--- src/hw/rtl/assert_macros.svh ---
// Assertion macros for the RTL of the superblock parser.
`ifndef ASSERT_MACROS_SVH
`define ASSERT_MACROS_SVH

// Same-cycle implication, checked on every rising clk edge outside reset.
`define ASSERT_IMPL(label, ante, cons, msg) \
    label: assert property (@(posedge clk) disable iff (!rst_n) (ante) |-> (cons)) \
        else $error(msg);

// Next-cycle implication, checked on every rising clk edge outside reset.
`define ASSERT_NEXT(label, ante, cons, msg) \
    label: assert property (@(posedge clk) disable iff (!rst_n) (ante) |=> (cons)) \
        else $error(msg);

`endif

--- src/hw/rtl/hsp_pkg.sv ---
// Package with status codes, field indexes and the signature of the superblock parser.
package hsp_pkg;

    localparam int unsigned STATUS_W = 2;

    localparam logic [STATUS_W-1:0] ST_OK          = 2'd0;
    localparam logic [STATUS_W-1:0] ST_INVALID     = 2'd1;
    localparam logic [STATUS_W-1:0] ST_UNSUPPORTED = 2'd2;
    localparam logic [STATUS_W-1:0] ST_TRUNCATED   = 2'd3;

    localparam logic [7:0] SIGNATURE [8] = '{
        8'h89, 8'h48, 8'h44, 8'h46, 8'h0D, 8'h0A, 8'h1A, 8'h0A
    };

    localparam logic [4:0] POS_VERSION    = 5'd8;
    localparam logic [4:0] POS_V2_OSIZE   = 5'd9;
    localparam logic [4:0] POS_V2_LSIZE   = 5'd10;
    localparam logic [4:0] POS_V2_FLAGS   = 5'd11;
    localparam logic [4:0] POS_V2_END     = 5'd12;
    localparam logic [4:0] POS_V0_RSV_LO  = 5'd9;
    localparam logic [4:0] POS_V0_RSV_HI  = 5'd12;
    localparam logic [4:0] POS_V0_OSIZE   = 5'd13;
    localparam logic [4:0] POS_V0_LSIZE   = 5'd14;
    localparam logic [4:0] POS_V0_RSV2    = 5'd15;
    localparam logic [4:0] POS_V0_START   = 5'd24;
    localparam logic [4:0] POS_V1_START   = 5'd28;

    // Field index after a field completes.
    localparam logic [3:0] FLD_BASE   = 4'd1;
    localparam logic [3:0] FLD_EOF    = 4'd3;
    localparam logic [3:0] FLD_V2ROOT = 4'd4;
    localparam logic [3:0] FLD_V0ROOT = 4'd6;
    localparam logic [3:0] FLD_CACHE  = 4'd7;

    // Index of the cache type field while it is being read.
    localparam logic [3:0] FLD_CACHE_READ = 4'd6;
    localparam logic [3:0] CACHE_BYTES    = 4'd4;

    localparam int unsigned OUT_TDATA_W = 144;

    function automatic logic [3:0] size_byte(input logic [7:0] b);
        size_byte = (b > 8'd15) ? 4'd0 : b[3:0];
    endfunction

endpackage

--- src/hw/rtl/hdf5_superblock_header_parser_unit.sv ---
// Top level of the superblock header parser: one byte in per word, one verdict out per file.
//
//  channel   | direction | handshake        | contents
//  ----------+-----------+------------------+-----------------------------------------
//  s_*       | in        | tvalid/tready    | data_byte, first_byte (tuser), last_byte
//  m_*       | out       | tvalid/tready    | one verdict word per parsed header
//  APB       | in        | psel/penable     | file_length at byte address 0
//
// One byte is taken every cycle unless the input side stalls; a byte goes through an
// input register and the parse logic into the result register.
// Reset clears the parse state and leaves the parser idle until a first byte arrives.
// The input side stalls only while the result register holds a word not yet taken.
`include "assert_macros.svh"

module hdf5_superblock_header_parser_unit #(
    parameter int unsigned MAX_ADDRESS_BYTES = 8
) (
    input  logic         clk,
    input  logic         rst_n,
    input  logic         s_tvalid,
    output logic         s_tready,
    input  logic [7:0]   s_tdata,   // [7:0] data_byte
    input  logic [0:0]   s_tuser,   // [0] first_byte
    input  logic         s_tlast,   // last_byte
    output logic         m_tvalid,
    input  logic         m_tready,
    // [1:0] status, [3:2] header_version, [7:4] offset_bytes, [11:8] length_bytes,
    // [75:12] eof_address, [139:76] root_address, [140] eof_mismatch, rest zero
    output logic [hsp_pkg::OUT_TDATA_W-1:0] m_tdata,
    input  logic         psel,
    input  logic         penable,
    input  logic         pwrite,
    input  logic [3:0]   paddr,
    input  logic [63:0]  pwdata,
    output logic [63:0]  prdata,
    output logic         pready
);

    localparam int unsigned ACC_BYTES = (MAX_ADDRESS_BYTES > 4) ? MAX_ADDRESS_BYTES : 4;
    localparam int unsigned ACC_W     = 8 * ACC_BYTES;
    localparam int unsigned ADDR_W    = 8 * MAX_ADDRESS_BYTES;
    localparam logic [3:0]  CFG_FILE_LENGTH_ADDR = 4'd0;

    logic [63:0]        file_length_reg;

    logic               in_valid_reg;
    logic [7:0]         in_byte_reg;
    logic               in_first_reg;
    logic               in_last_reg;

    logic [4:0]         pos_reg;
    logic [1:0]         ver_reg;
    logic               ver_valid_reg;
    logic [3:0]         osize_reg;
    logic [3:0]         lsize_reg;
    logic [ACC_W-1:0]   acc_reg;
    logic [3:0]         count_reg;
    logic [3:0]         index_reg;
    logic               base_nz_reg;
    logic [ADDR_W-1:0]  eof_reg;
    logic [ADDR_W-1:0]  root_reg;
    logic               done_reg;
    logic               mism_reg;

    logic [4:0]         pos_next;
    logic [1:0]         ver_next;
    logic               ver_valid_next;
    logic [3:0]         osize_next;
    logic [3:0]         lsize_next;
    logic [ACC_W-1:0]   acc_next;
    logic [3:0]         count_next;
    logic [3:0]         index_next;
    logic               base_nz_next;
    logic [ADDR_W-1:0]  eof_next;
    logic [ADDR_W-1:0]  root_next;
    logic               done_next;
    logic               mism_next;

    logic               has_verdict;
    logic [1:0]         verdict;
    logic               fire;

    logic               out_valid_reg;
    logic [hsp_pkg::OUT_TDATA_W-1:0] out_data_reg;

    function automatic logic size_ok(input logic [3:0] s);
        size_ok = (s >= 4'd2) && (s <= 4'(MAX_ADDRESS_BYTES));
    endfunction

    assign pready   = 1'b1;
    assign prdata   = file_length_reg;
    assign fire     = in_valid_reg && (!out_valid_reg || m_tready);
    assign s_tready = !in_valid_reg || fire;
    assign m_tvalid = out_valid_reg;
    assign m_tdata  = out_data_reg;

    always_ff @(posedge clk or negedge rst_n)
    begin
        if (!rst_n)
        begin
            file_length_reg <= 64'd0;
        end
        else if (psel && penable && pwrite && pready && (paddr == CFG_FILE_LENGTH_ADDR))
        begin
            file_length_reg <= pwdata;
        end
    end

    always_ff @(posedge clk or negedge rst_n)
    begin
        if (!rst_n)
        begin
            in_valid_reg <= 1'b0;
        end
        else if (s_tready)
        begin
            in_valid_reg <= s_tvalid;
        end
    end

    always_ff @(posedge clk)
    begin
        if (s_tready && s_tvalid)
        begin
            in_byte_reg  <= s_tdata;
            in_first_reg <= s_tuser[0];
            in_last_reg  <= s_tlast;
        end
    end

    always_comb
    begin
        logic       active;
        logic [4:0] p;
        logic [3:0] size;
        logic [ACC_W-1:0] v;
        logic       do_field;

        pos_next       = pos_reg;
        ver_next       = ver_reg;
        ver_valid_next = ver_valid_reg;
        osize_next     = osize_reg;
        lsize_next     = lsize_reg;
        acc_next       = acc_reg;
        count_next     = count_reg;
        index_next     = index_reg;
        base_nz_next   = base_nz_reg;
        eof_next       = eof_reg;
        root_next      = root_reg;
        done_next      = done_reg;
        mism_next      = mism_reg;
        has_verdict    = 1'b0;
        verdict        = hsp_pkg::ST_OK;
        do_field       = 1'b0;
        size           = osize_reg;
        v              = '0;
        active         = !done_reg;

        if (in_first_reg)
        begin
            pos_next       = '0;
            ver_next       = '0;
            ver_valid_next = 1'b0;
            osize_next     = '0;
            lsize_next     = '0;
            acc_next       = '0;
            count_next     = '0;
            index_next     = '0;
            base_nz_next   = 1'b0;
            eof_next       = '0;
            root_next      = '0;
            mism_next      = 1'b0;
            done_next      = 1'b0;
            active         = 1'b1;
        end

        p = pos_next;

        if (in_valid_reg && active)
        begin
            if (p < hsp_pkg::POS_VERSION)
            begin
                if (in_byte_reg != hsp_pkg::SIGNATURE[p[2:0]])
                begin
                    has_verdict = 1'b1;
                    verdict     = hsp_pkg::ST_INVALID;
                end
            end
            else if (p == hsp_pkg::POS_VERSION)
            begin
                if (in_byte_reg > 8'd3)
                begin
                    has_verdict = 1'b1;
                    verdict     = hsp_pkg::ST_INVALID;
                end
                else
                begin
                    ver_next       = in_byte_reg[1:0];
                    ver_valid_next = 1'b1;
                end
            end
            else if (ver_next >= 2'd2)
            begin
                if (p == hsp_pkg::POS_V2_OSIZE)
                begin
                    osize_next = hsp_pkg::size_byte(in_byte_reg);
                end
                else if (p == hsp_pkg::POS_V2_LSIZE)
                begin
                    lsize_next = hsp_pkg::size_byte(in_byte_reg);
                end
                else if (p == hsp_pkg::POS_V2_FLAGS)
                begin
                    if (!size_ok(osize_next) || !size_ok(lsize_next))
                    begin
                        has_verdict = 1'b1;
                        verdict     = hsp_pkg::ST_UNSUPPORTED;
                    end
                end
                else
                begin
                    do_field = 1'b1;
                end
            end
            else if (p >= hsp_pkg::POS_V0_RSV_LO && p <= hsp_pkg::POS_V0_RSV_HI)
            begin
                if (in_byte_reg != 8'd0)
                begin
                    has_verdict = 1'b1;
                    verdict     = hsp_pkg::ST_INVALID;
                end
            end
            else if (p == hsp_pkg::POS_V0_OSIZE)
            begin
                osize_next = hsp_pkg::size_byte(in_byte_reg);
            end
            else if (p == hsp_pkg::POS_V0_LSIZE)
            begin
                lsize_next = hsp_pkg::size_byte(in_byte_reg);
            end
            else if (p == hsp_pkg::POS_V0_RSV2)
            begin
                if (in_byte_reg != 8'd0)
                begin
                    has_verdict = 1'b1;
                    verdict     = hsp_pkg::ST_INVALID;
                end
                else if (!size_ok(osize_next) || !size_ok(lsize_next))
                begin
                    has_verdict = 1'b1;
                    verdict     = hsp_pkg::ST_UNSUPPORTED;
                end
            end
            else if (p >= ((ver_next == 2'd1) ? hsp_pkg::POS_V1_START : hsp_pkg::POS_V0_START))
            begin
                do_field = 1'b1;
            end

            if (do_field)
            begin
                size = ((ver_next < 2'd2) && (index_next == hsp_pkg::FLD_CACHE_READ))
                       ? hsp_pkg::CACHE_BYTES : osize_next;
                for (int k = 0; k < ACC_BYTES; k++)
                begin
                    if (count_next == 4'(k))
                    begin
                        acc_next[8*k +: 8] = acc_next[8*k +: 8] | in_byte_reg;
                    end
                end
                count_next = count_next + 4'd1;
                if (!(count_next < size))
                begin
                    v          = acc_next;
                    acc_next   = '0;
                    count_next = '0;
                    index_next = index_next + 4'd1;
                    if (ver_next < 2'd2)
                    begin
                        case (index_next)
                            hsp_pkg::FLD_BASE:
                            begin
                                if (v != '0)
                                begin
                                    has_verdict = 1'b1;
                                    verdict     = hsp_pkg::ST_UNSUPPORTED;
                                end
                            end
                            hsp_pkg::FLD_EOF:
                            begin
                                eof_next = v[ADDR_W-1:0];
                            end
                            hsp_pkg::FLD_V0ROOT:
                            begin
                                root_next = v[ADDR_W-1:0];
                            end
                            hsp_pkg::FLD_CACHE:
                            begin
                                has_verdict = 1'b1;
                                if (v != '0)
                                begin
                                    verdict = hsp_pkg::ST_UNSUPPORTED;
                                end
                                else
                                begin
                                    mism_next = (64'(eof_next) != file_length_reg);
                                    verdict   = hsp_pkg::ST_OK;
                                end
                            end
                            default:
                            begin
                            end
                        endcase
                    end
                    else
                    begin
                        case (index_next)
                            hsp_pkg::FLD_BASE:
                            begin
                                base_nz_next = (v != '0);
                            end
                            hsp_pkg::FLD_EOF:
                            begin
                                eof_next = v[ADDR_W-1:0];
                            end
                            hsp_pkg::FLD_V2ROOT:
                            begin
                                root_next   = v[ADDR_W-1:0];
                                has_verdict = 1'b1;
                                if (base_nz_next)
                                begin
                                    verdict = hsp_pkg::ST_UNSUPPORTED;
                                end
                                else if (64'(eof_next) != file_length_reg)
                                begin
                                    mism_next = 1'b1;
                                    verdict   = hsp_pkg::ST_INVALID;
                                end
                                else
                                begin
                                    verdict = hsp_pkg::ST_OK;
                                end
                            end
                            default:
                            begin
                            end
                        endcase
                    end
                end
            end

            if (p < hsp_pkg::POS_V2_END || (ver_next < 2'd2 && p < hsp_pkg::POS_V1_START))
            begin
                pos_next = p + 5'd1;
            end

            if (!has_verdict && in_last_reg)
            begin
                has_verdict = 1'b1;
                verdict     = (p < hsp_pkg::POS_VERSION) ? hsp_pkg::ST_INVALID
                                                         : hsp_pkg::ST_TRUNCATED;
            end

            if (has_verdict)
            begin
                done_next = 1'b1;
            end
        end
    end

    always_ff @(posedge clk or negedge rst_n)
    begin
        if (!rst_n)
        begin
            pos_reg       <= '0;
            ver_reg       <= '0;
            ver_valid_reg <= 1'b0;
            osize_reg     <= '0;
            lsize_reg     <= '0;
            acc_reg       <= '0;
            count_reg     <= '0;
            index_reg     <= '0;
            base_nz_reg   <= 1'b0;
            eof_reg       <= '0;
            root_reg      <= '0;
            done_reg      <= 1'b1;
            mism_reg      <= 1'b0;
            out_valid_reg <= 1'b0;
        end
        else
        begin
            if (fire)
            begin
                pos_reg       <= pos_next;
                ver_reg       <= ver_next;
                ver_valid_reg <= ver_valid_next;
                osize_reg     <= osize_next;
                lsize_reg     <= lsize_next;
                acc_reg       <= acc_next;
                count_reg     <= count_next;
                index_reg     <= index_next;
                base_nz_reg   <= base_nz_next;
                eof_reg       <= eof_next;
                root_reg      <= root_next;
                done_reg      <= done_next;
                mism_reg      <= mism_next;
            end
            if (fire && has_verdict)
            begin
                out_valid_reg <= 1'b1;
            end
            else if (m_tready)
            begin
                out_valid_reg <= 1'b0;
            end
        end
    end

    always_ff @(posedge clk)
    begin
        if (fire && has_verdict)
        begin
            out_data_reg <= {3'b000, mism_next, 64'(root_next), 64'(eof_next),
                             size_ok(lsize_next) ? lsize_next : 4'd0,
                             size_ok(osize_next) ? osize_next : 4'd0,
                             ver_valid_next ? ver_next : 2'd0,
                             verdict};
        end
    end

    `ASSERT_IMPL(a_stall_only_when_full, in_valid_reg && !s_tready, out_valid_reg,
        "input stalled while the result register is empty")

    `ASSERT_NEXT(a_done_after_verdict, fire && has_verdict, done_reg,
        "parser still active after a verdict")

    `ASSERT_IMPL(a_ok_has_sizes,
        out_valid_reg && (out_data_reg[1:0] == hsp_pkg::ST_OK),
        (out_data_reg[7:4] != 4'd0) && (out_data_reg[11:8] != 4'd0),
        "ok verdict without valid offset and length sizes")

    `ASSERT_IMPL(a_position_bound, 1'b1, pos_reg <= hsp_pkg::POS_V1_START,
        "byte position ran past the fixed header part")

endmodule

--- config.mk ---
export PLATFORM = sky130hd
export DESIGN_NAME = hdf5_superblock_header_parser_unit
export DESIGN_NICKNAME = d
export VERILOG_FILES = /design/src/hw/rtl/hsp_pkg.sv /design/src/hw/rtl/hdf5_superblock_header_parser_unit.sv
export VERILOG_INCLUDE_DIRS = /design/src /design/src/hw/rtl
export SDC_FILE = /design/constraint.sdc
export NUM_CORES = 1
export LEC_CHECK = 0
export BUFFER_PORTS_ARGS = -buffer_cell sky130_fd_sc_hd__buf_2
export CAP_MARGIN = 20
export CORE_AREA = 4 4 283 285
export CTS_BUF_LIST = sky130_fd_sc_hd__clkbuf_4 sky130_fd_sc_hd__clkbuf_8
export DETAILED_ROUTE_END_ITERATION = 8
export DIE_AREA = 0 0 287 289
export PLACE_DENSITY_LB_ADDON = 0.15
export REMOVE_ABC_BUFFERS = 1
export SLEW_MARGIN = 20
export SYNTH_ARGS = -nofsm -noshare
export SYNTH_HDL_FRONTEND = slang
export SYNTH_SLANG_ARGS = --single-unit
--- constraint.sdc ---
create_clock -name clk -period 9.6 [get_ports clk]
set_input_delay 0.96 -clock clk [delete_from_list [all_inputs] [get_ports clk]]
set_output_delay 0.96 -clock clk [all_outputs]
set_load 0.005 [all_outputs]
-- Yosys cells after proc, flatten, opt, wreduce, memory -nomap -nowiden
Memories as Yosys holds them, arrays and structs flattened.
Index checks and enable logic that the tools add are counted.
- flip-flop bits (word level): 436
- memories: 1
- bits in latches: 0
- RAM bits: 0
- bits in read-only memories: 64
- bits of input ports: 85
- logic and storage cells: 281
- output and inout port bits: 211
- memory list (memory ; depth ; bits a word ; rd ports ; clocked after memory_dff ; wr ports ; line ; RTL):
    (name not given) ; 8 ; 8 ; 1 ; 0 ; 0 ; hdf5_superblock_header_parser_unit.sv:183 ; if (in_byte_reg != hsp_pkg::SIGNATURE[p[2:0]])
- mux-type cells: 171
- div/mod/pow operators: 0
- shift-type cells: 0
- order comparisons: 20
- equality and inequality tests: 23
- bitwise operators: 9
- add/subtract/negate cells: 3
- reductions and logical operators: 30
- $mul: 0
- operators with widths (operator ; count):
    2-to-1 mux 64 bit ; 16
    2-to-1 mux 8 bit ; 26
    2-to-1 mux 4 bit ; 29
    2-to-1 mux 1 bit ; 67
    inequality test 64 bit ; 1
    bitwise OR 8 bit ; 8
    nonzero test 64 bit ; 1
    2-to-1 mux 2 bit ; 27
    == test 5 x 4 -> 1 bit (second input constant) ; 7
    == test 4 x 3 -> 1 bit (second input constant) ; 8
    greater-or-equal comparator 4 x 2 -> 1 bit (second input constant) ; 4
    less-or-equal comparator 4 bit (second input constant) ; 4
    logical AND 1 bit ; 15
    2-to-1 mux 5 bit ; 3
    == test 4 x 2 -> 1 bit (second input constant) ; 3
    < comparator 5 x 4 -> 1 bit (second input constant) ; 2
    adder 4 x 1 -> 4 bit (second input constant) ; 2
    == test 4 x 1 -> 1 bit (second input constant) ; 2
    greater-than comparator 8 x 2 -> 1 bit (second input constant) ; 1
    greater-than comparator 8 x 4 -> 1 bit (second input constant) ; 1
    logical NOT 4 bit ; 2
    inequality test 8 bit ; 1
    nonzero test 8 bit ; 1
    logical NOT 1 bit ; 6
    16 further kinds ; 19

-- Logic depth before layout (Yosys ltp)
- depth after elaboration: 29
- depth in mapped cells: 27
- depth with buffers taken out: 18

-- Worst setup path after synthesis
Ideal clock, no wire load.
- path type: reg-to-reg
- start: register in_first_reg
- end: register out_data_reg (netlist bit m_tdata[0]) (enable)
- required time: 9.070 ns
- setup slack: 0.783 ns
- stages on the path, launching flop included: 22
- arrival time: 8.287 ns
- path through: edfxtp_1 > buf_6 > inv_2 > buf_2 > buf_1 > clkbuf_1 > buf_1 > buf_1 > buf_1 > nand2_1 > inv_1 > ha_1 > or3b_1 > or3_1 > o311a_1 > ha_1 > o211ai_1 > o41a_1 > nand2_1 > nand2_1 > a311oi_1 > o41a_1
- word-level cells in the longest chain between the ends: 26
- ends and longest elaborated chain (what ; line ; RTL):
    start: declaration ; hdf5_superblock_header_parser_unit.sv:48 ; logic in_first_reg;
    start signal: assignment ; hdf5_superblock_header_parser_unit.sv:126 ; in_first_reg <= s_tuser[0];
    2-to-1 mux 4 bit ; hdf5_superblock_header_parser_unit.sv:159 ; if (in_first_reg)
    greater-or-equal comparator 4 x 2 -> 1 bit / less-or-equal comparator 4 bit (equally long branches) ; hdf5_superblock_header_parser_unit.sv:87 ; size_ok = (s >= 4'd2) && (s <= 4'(MAX_ADDRESS_BYTES));
    logical AND 1 bit ; hdf5_superblock_header_parser_unit.sv:87 ;
    logical NOT 1 bit ; hdf5_superblock_header_parser_unit.sv:214, hdf5_superblock_header_parser_unit.sv:248 ;
    logical OR 1 bit ; hdf5_superblock_header_parser_unit.sv:214, hdf5_superblock_header_parser_unit.sv:248 ;
    2-to-1 mux 1 bit ; hdf5_superblock_header_parser_unit.sv:214, hdf5_superblock_header_parser_unit.sv:248 ;
    2-to-1 mux 1 bit ; hdf5_superblock_header_parser_unit.sv:243 ; if (in_byte_reg != 8'd0)
    2-to-1 mux 1 bit ; hdf5_superblock_header_parser_unit.sv:241 ; else if (p == hsp_pkg::POS_V0_RSV2)
    [10 not listed] ; -- ;
    2-to-1 mux 1 bit ; hdf5_superblock_header_parser_unit.sv:259 ; if (do_field)
    2-to-1 mux 1 bit ; hdf5_superblock_header_parser_unit.sv:179 ; if (in_valid_reg && active)
    logical NOT 1 bit ; hdf5_superblock_header_parser_unit.sv:356 ; if (!has_verdict && in_last_reg)
    logical AND 1 bit ; hdf5_superblock_header_parser_unit.sv:356 ;
    2-to-1 mux 1 bit ; hdf5_superblock_header_parser_unit.sv:356 ;
    2-to-1 mux 1 bit ; hdf5_superblock_header_parser_unit.sv:179 ;
    2-to-1 mux 1 bit * ; hdf5_superblock_header_parser_unit.sv:179 ;
    logical AND 1 bit * ; hdf5_superblock_header_parser_unit.sv:420 ; if (fire && has_verdict)
    end signal: assignment ; hdf5_superblock_header_parser_unit.sv:422 ; out_data_reg <= {3'b000, mism_next, 64'(root_next), 64'(eof_next),
    end: declaration ; hdf5_superblock_header_parser_unit.sv:84 ; logic [hsp_pkg::OUT_TDATA_W-1:0] out_data_reg;
Mark *: on every way between the ends. The rest lies on a longest branch, timed or not. The select of a mux whose other input is x is not followed.
A chain may end at the register's enable or synchronous reset.

-- Worst setup path in the final report
- start: register in_first_reg
- end: register root_reg[38]
- word-level cells in the longest chain between the ends: 15
- ends and longest elaborated chain (what ; line ; RTL):
    2-to-1 mux 2 bit ; hdf5_superblock_header_parser_unit.sv:159 ;
    == test 2 x 1 -> 1 bit ; hdf5_superblock_header_parser_unit.sv:254 ; else if (p >= ((ver_next == 2'd1) ? hsp_pkg::POS_V1_START : hsp_pkg::POS_V0_START))
    2-to-1 mux 3 bit ; hdf5_superblock_header_parser_unit.sv:254 ;
    greater-or-equal comparator 5 bit ; hdf5_superblock_header_parser_unit.sv:254 ;
    2-to-1 mux 1 bit ; hdf5_superblock_header_parser_unit.sv:254 ;
    2-to-1 mux 1 bit ; hdf5_superblock_header_parser_unit.sv:241 ;
    2-to-1 mux 1 bit ; hdf5_superblock_header_parser_unit.sv:237 ; else if (p == hsp_pkg::POS_V0_LSIZE)
    2-to-1 mux 1 bit ; hdf5_superblock_header_parser_unit.sv:233 ; else if (p == hsp_pkg::POS_V0_OSIZE)
    2-to-1 mux 1 bit ; hdf5_superblock_header_parser_unit.sv:225 ; else if (p >= hsp_pkg::POS_V0_RSV_LO && p <= hsp_pkg::POS_V0_RSV_HI)
    2-to-1 mux 1 bit ; hdf5_superblock_header_parser_unit.sv:202 ; else if (ver_next >= 2'd2)
    2-to-1 mux 1 bit ; hdf5_superblock_header_parser_unit.sv:189 ; else if (p == hsp_pkg::POS_VERSION)
    2-to-1 mux 1 bit ; hdf5_superblock_header_parser_unit.sv:181 ; if (p < hsp_pkg::POS_VERSION)
    2-to-1 mux 1 bit ; hdf5_superblock_header_parser_unit.sv:179 ;
    2-to-1 mux 64 bit ; hdf5_superblock_header_parser_unit.sv:259 ;
    2-to-1 mux 64 bit * ; hdf5_superblock_header_parser_unit.sv:179 ;
    end signal: assignment ; hdf5_superblock_header_parser_unit.sv:403 ; root_reg <= root_next;
    end: declaration ; hdf5_superblock_header_parser_unit.sv:61 ; logic [ADDR_W-1:0] root_reg;
Marked as above.

==> results.ini <==
[run_status]
status = finished, final reports clean

[clock_network]
h-tree-depth = 3
clk_latency_ns = 0.70
cts_resized = 0
post-cts-setup-buffer-count = 0
clkSinkCount = 436
cts_buffer_depth = 3
clockRootBuffer = clkbuf_8
cts_buffers = 83
clk_pin_slew_worst_paths_ns = 0.06
cts_tree = built
postCtsHoldBufs = 0

[yosys]
syn_area_um2 = 20760
synth-edff-count = 151
synth_xor_xnor_area_share_pct = 1.097
synth-async-reset-ratio_pct = 65.37
ys_seq_area_share_pct = 56.20
synth_top_family_by_area = compound AO/OA/AOI/OAI gates
synth_compound_area_share_pct = 20.87
postSynthCellCount = 1939
synth_warnings = 0
yosysTopAreaCell = dfrtp_1
synth.top_cell.area_share_pct = 34.23
synth_cell_types = 79
synth_area_per_cell_um2 = 10.71
synth_area_leaders = dfrtp_1 (34%), edfxtp_1 (22%), o21ai_0 (5.7%), a22o_1 (3.4%), nand3_1 (3.2%)
synthMuxAreaShare_pct = 2.887
synth-main-ff-cell = dfrtp_1
ys_ff_latch = 436
yosys.area_share.simple_pct = 13.54
synthAdderAreaFrac_pct = 1.145

[critical_path]
cp_common_cell = nand2_1
max_stage_delay_ns = 0.91
cp_cell_sequence = buf_4 -> inv_6 -> nand2_1 -> inv_1 -> ha_1 -> o21ai_0 -> nor3_1 -> nand3_1 -> o21ai_0 -> nand2_1 -> ha_1 -> o211ai_1 -> o41a_1 -> nand2_1 -> and3_1 -> nand3_4 -> nor2_2 -> buf_4 -> a22o_1
crit_arrival_ns = 6.92
setup.worst_path.class = flip-flop to flip-flop
worstPathRequired_ns = 10.19
worstReg2RegEnd = root_reg[38]
reg2reg_depth = 19
rrSetupSlack_ns = 3.27
crit_slowest_cell = nor2_2
cp-end-kind = flip-flop
cp_max_fo = 74
cp-start-kind = flip-flop
r2r_start = in_first_reg

[flow_run]
cap_violations = 0

[place]
dp.final_hpwl_um = 51700
globalplace.congestion = 0.8459
place_ws_ns = 3.303
portBuffers = 291
dpl_cell_area_um2 = 23250

[floorplanning]
dieArea_um2 = 82940
start_util_pct = 26.84
dieWidth_um = 287
die_height_um = 289
core_area_um2 = 77340
num_rows = 102
ios = 296

[global_route]
grt_pass1_wl_um = 115800
grt_max_degree = 101
grt_pass1_vias = 17400
antenna_found_initial = 1
grt-ovfl-total = 0
gr-usage-all-layers_pct = 18.35

[layout]
area_delta_synth_final_pct = 20.25
final_common_cell = buf_2
fin_nets = 2302
largest_reg_flops = 141
final_core_util_pct = 32.28
layout_common_cells = buf_2 (290), dfrtp_1 (284), o21ai_0 (236), nand2_1 (160), edfxtp_1 (151)
multi_input_area_um2 = 8293
post-route-cell-area_um2 = 24970
regArea_um2 = 11670
drive_gt1_share_pct = 24.21
fill_cells = 8038

[power_and_ir_drop]
vdd_ir_drop_max_mv = 0.07919
report.power.total_mw = 5.270
power_density_nw_per_um2 = 211.1
p_leak_nw = 10.27

[route]
vias = 17160
wirelength_um = 78060
wl_per_cell_um = 23.59
drc = 0
route.antenna.remaining_nets = 0
first_pass_iters = 7
drt_iter0_drc = 1350
vias_per_cell = 5.186

[timing]
layout_setup_ws_ns = 3.268
fin_crit_sh_pct = 65.96
rsz0062_at_grt = false
hold_viol_final = 0
setup_tns_ns = 0
skew_ns = 0.05218
fmax_mhz = 157.9
fin_crit_ns = 6.332
drv_slew = 0
setup_violations = 0
tightest_slew_ns = 1.093
slew-limit-headroom_pct = 27.13

[hold_path]
min_path_type = input pin to asynchronous set/reset pin

## final cells by class
cell class,instances,area share (%)
Inverter,57,0.8771
Antenna cell,1,0.01002
Clock buffer,120,5.864
Clock inverter,35,1.007
Timing Repair Buffer,331,7.077
Multi-Input combinational cell,1289,33.22
Sequential cell,436,46.73
Tap cell,1040,5.212
## routing by layer
metal	up-vias	track usage, %	wire length [um]
li1	7842	-	-
met1	8640	24.85	35000
met2	570	29.94	36790
met3	109	3.092	4419
met4	0	6.146	1855
met5	-	0	0
## cell usage after synthesis (9+ instances only)
| library cell | n |
|---|---|
| nand4_1 | 11 |
| nand3_1 | 132 |
| a21o_1 | 10 |
| edfxtp_1 | 151 |
| nor4_1 | 14 |
| a32o_1 | 19 |
| xnor2_1 | 23 |
| a22oi_1 | 19 |
| o31ai_1 | 11 |
| o21ai_1 | 10 |
| a32oi_1 | 13 |
| and4b_1 | 12 |
| nand2_1 | 160 |
| clkbuf_1 | 101 |
| nor4bb_1 | 17 |
| ha_1 | 19 |
| o32ai_1 | 13 |
| o22a_1 | 19 |
| nor2b_1 | 14 |
| dfrtp_1 | 284 |
| buf_1 | 18 |
| mux2_2 | 47 |
| a22o_1 | 81 |
| a31oi_1 | 29 |
| and4_1 | 9 |
| inv_1 | 56 |
| o22ai_1 | 9 |
| nor3_1 | 14 |
| nor2_1 | 103 |
| a21oi_1 | 58 |
| o21ai_0 | 236 |
| nand2b_1 | 16 |
| buf_2 | 35 |
| o2bb2ai_1 | 64 |
## worst max path at each step
stage | startpoint | to | slack [ns] | cells past startpoint
finish | in_first_reg | root_reg[38] | 3.27 | 19
global route | in_first_reg | root_reg[38] | 2.82 | 19
CTS | in_first_reg | root_reg[38] | 3.26 | 19
detailed placement | in_first_reg | root_reg[55] | 3.30 | 19
global placement | in_first_reg | m_tdata[23] | 3.28 | 14
floorplan | in_first_reg | root_reg[10] | -1.22 | 16
## stage by stage
step | std cells | hold slack [ns]
CTS | 3308 | 0.3456
floorplan | 1782 | 0.4502
global route | 3309 | 0.3997
global placement | 3153 | 0.4723
finish | 3309 | 0.3327
detailed placement | 3153 | 0.4746
## report_power, final
group	total [mW]	switching (mW)	leakage [nW]	internal, mW
Sequential	2.38	0.181	5.28	2.20
Combinational	0.973	0.629	4.06	0.344
Clock	1.92	0.852	0.924	1.07
Total	5.27	1.66	10.3	3.61
## critical path, delay by kind of cell (launching register included)
| kind | cells | cell delay (ns) |
|---|---|---|
| buffers and inverters | 4 | 1.41 |
| adder cells (fa/ha/maj) | 2 | 0.55 |
| AO/OA/AOI/OAI | 5 | 0.97 |
| AND/OR/NAND/NOR | 8 | 2.92 |
| flip-flops | 1 | 0.36 |
## logic make-up after synthesis
kind of cell | Yosys count
xor gates and xnor gates | 26
muxes | 54
adders and majority gates | 19
AOI/OAI and AO/OA | 635
buffers and inverters | 216
other | 2
DFF | 436
and+or+nand+nor | 551
Note: power is estimated with default switching activity, not from simulation.
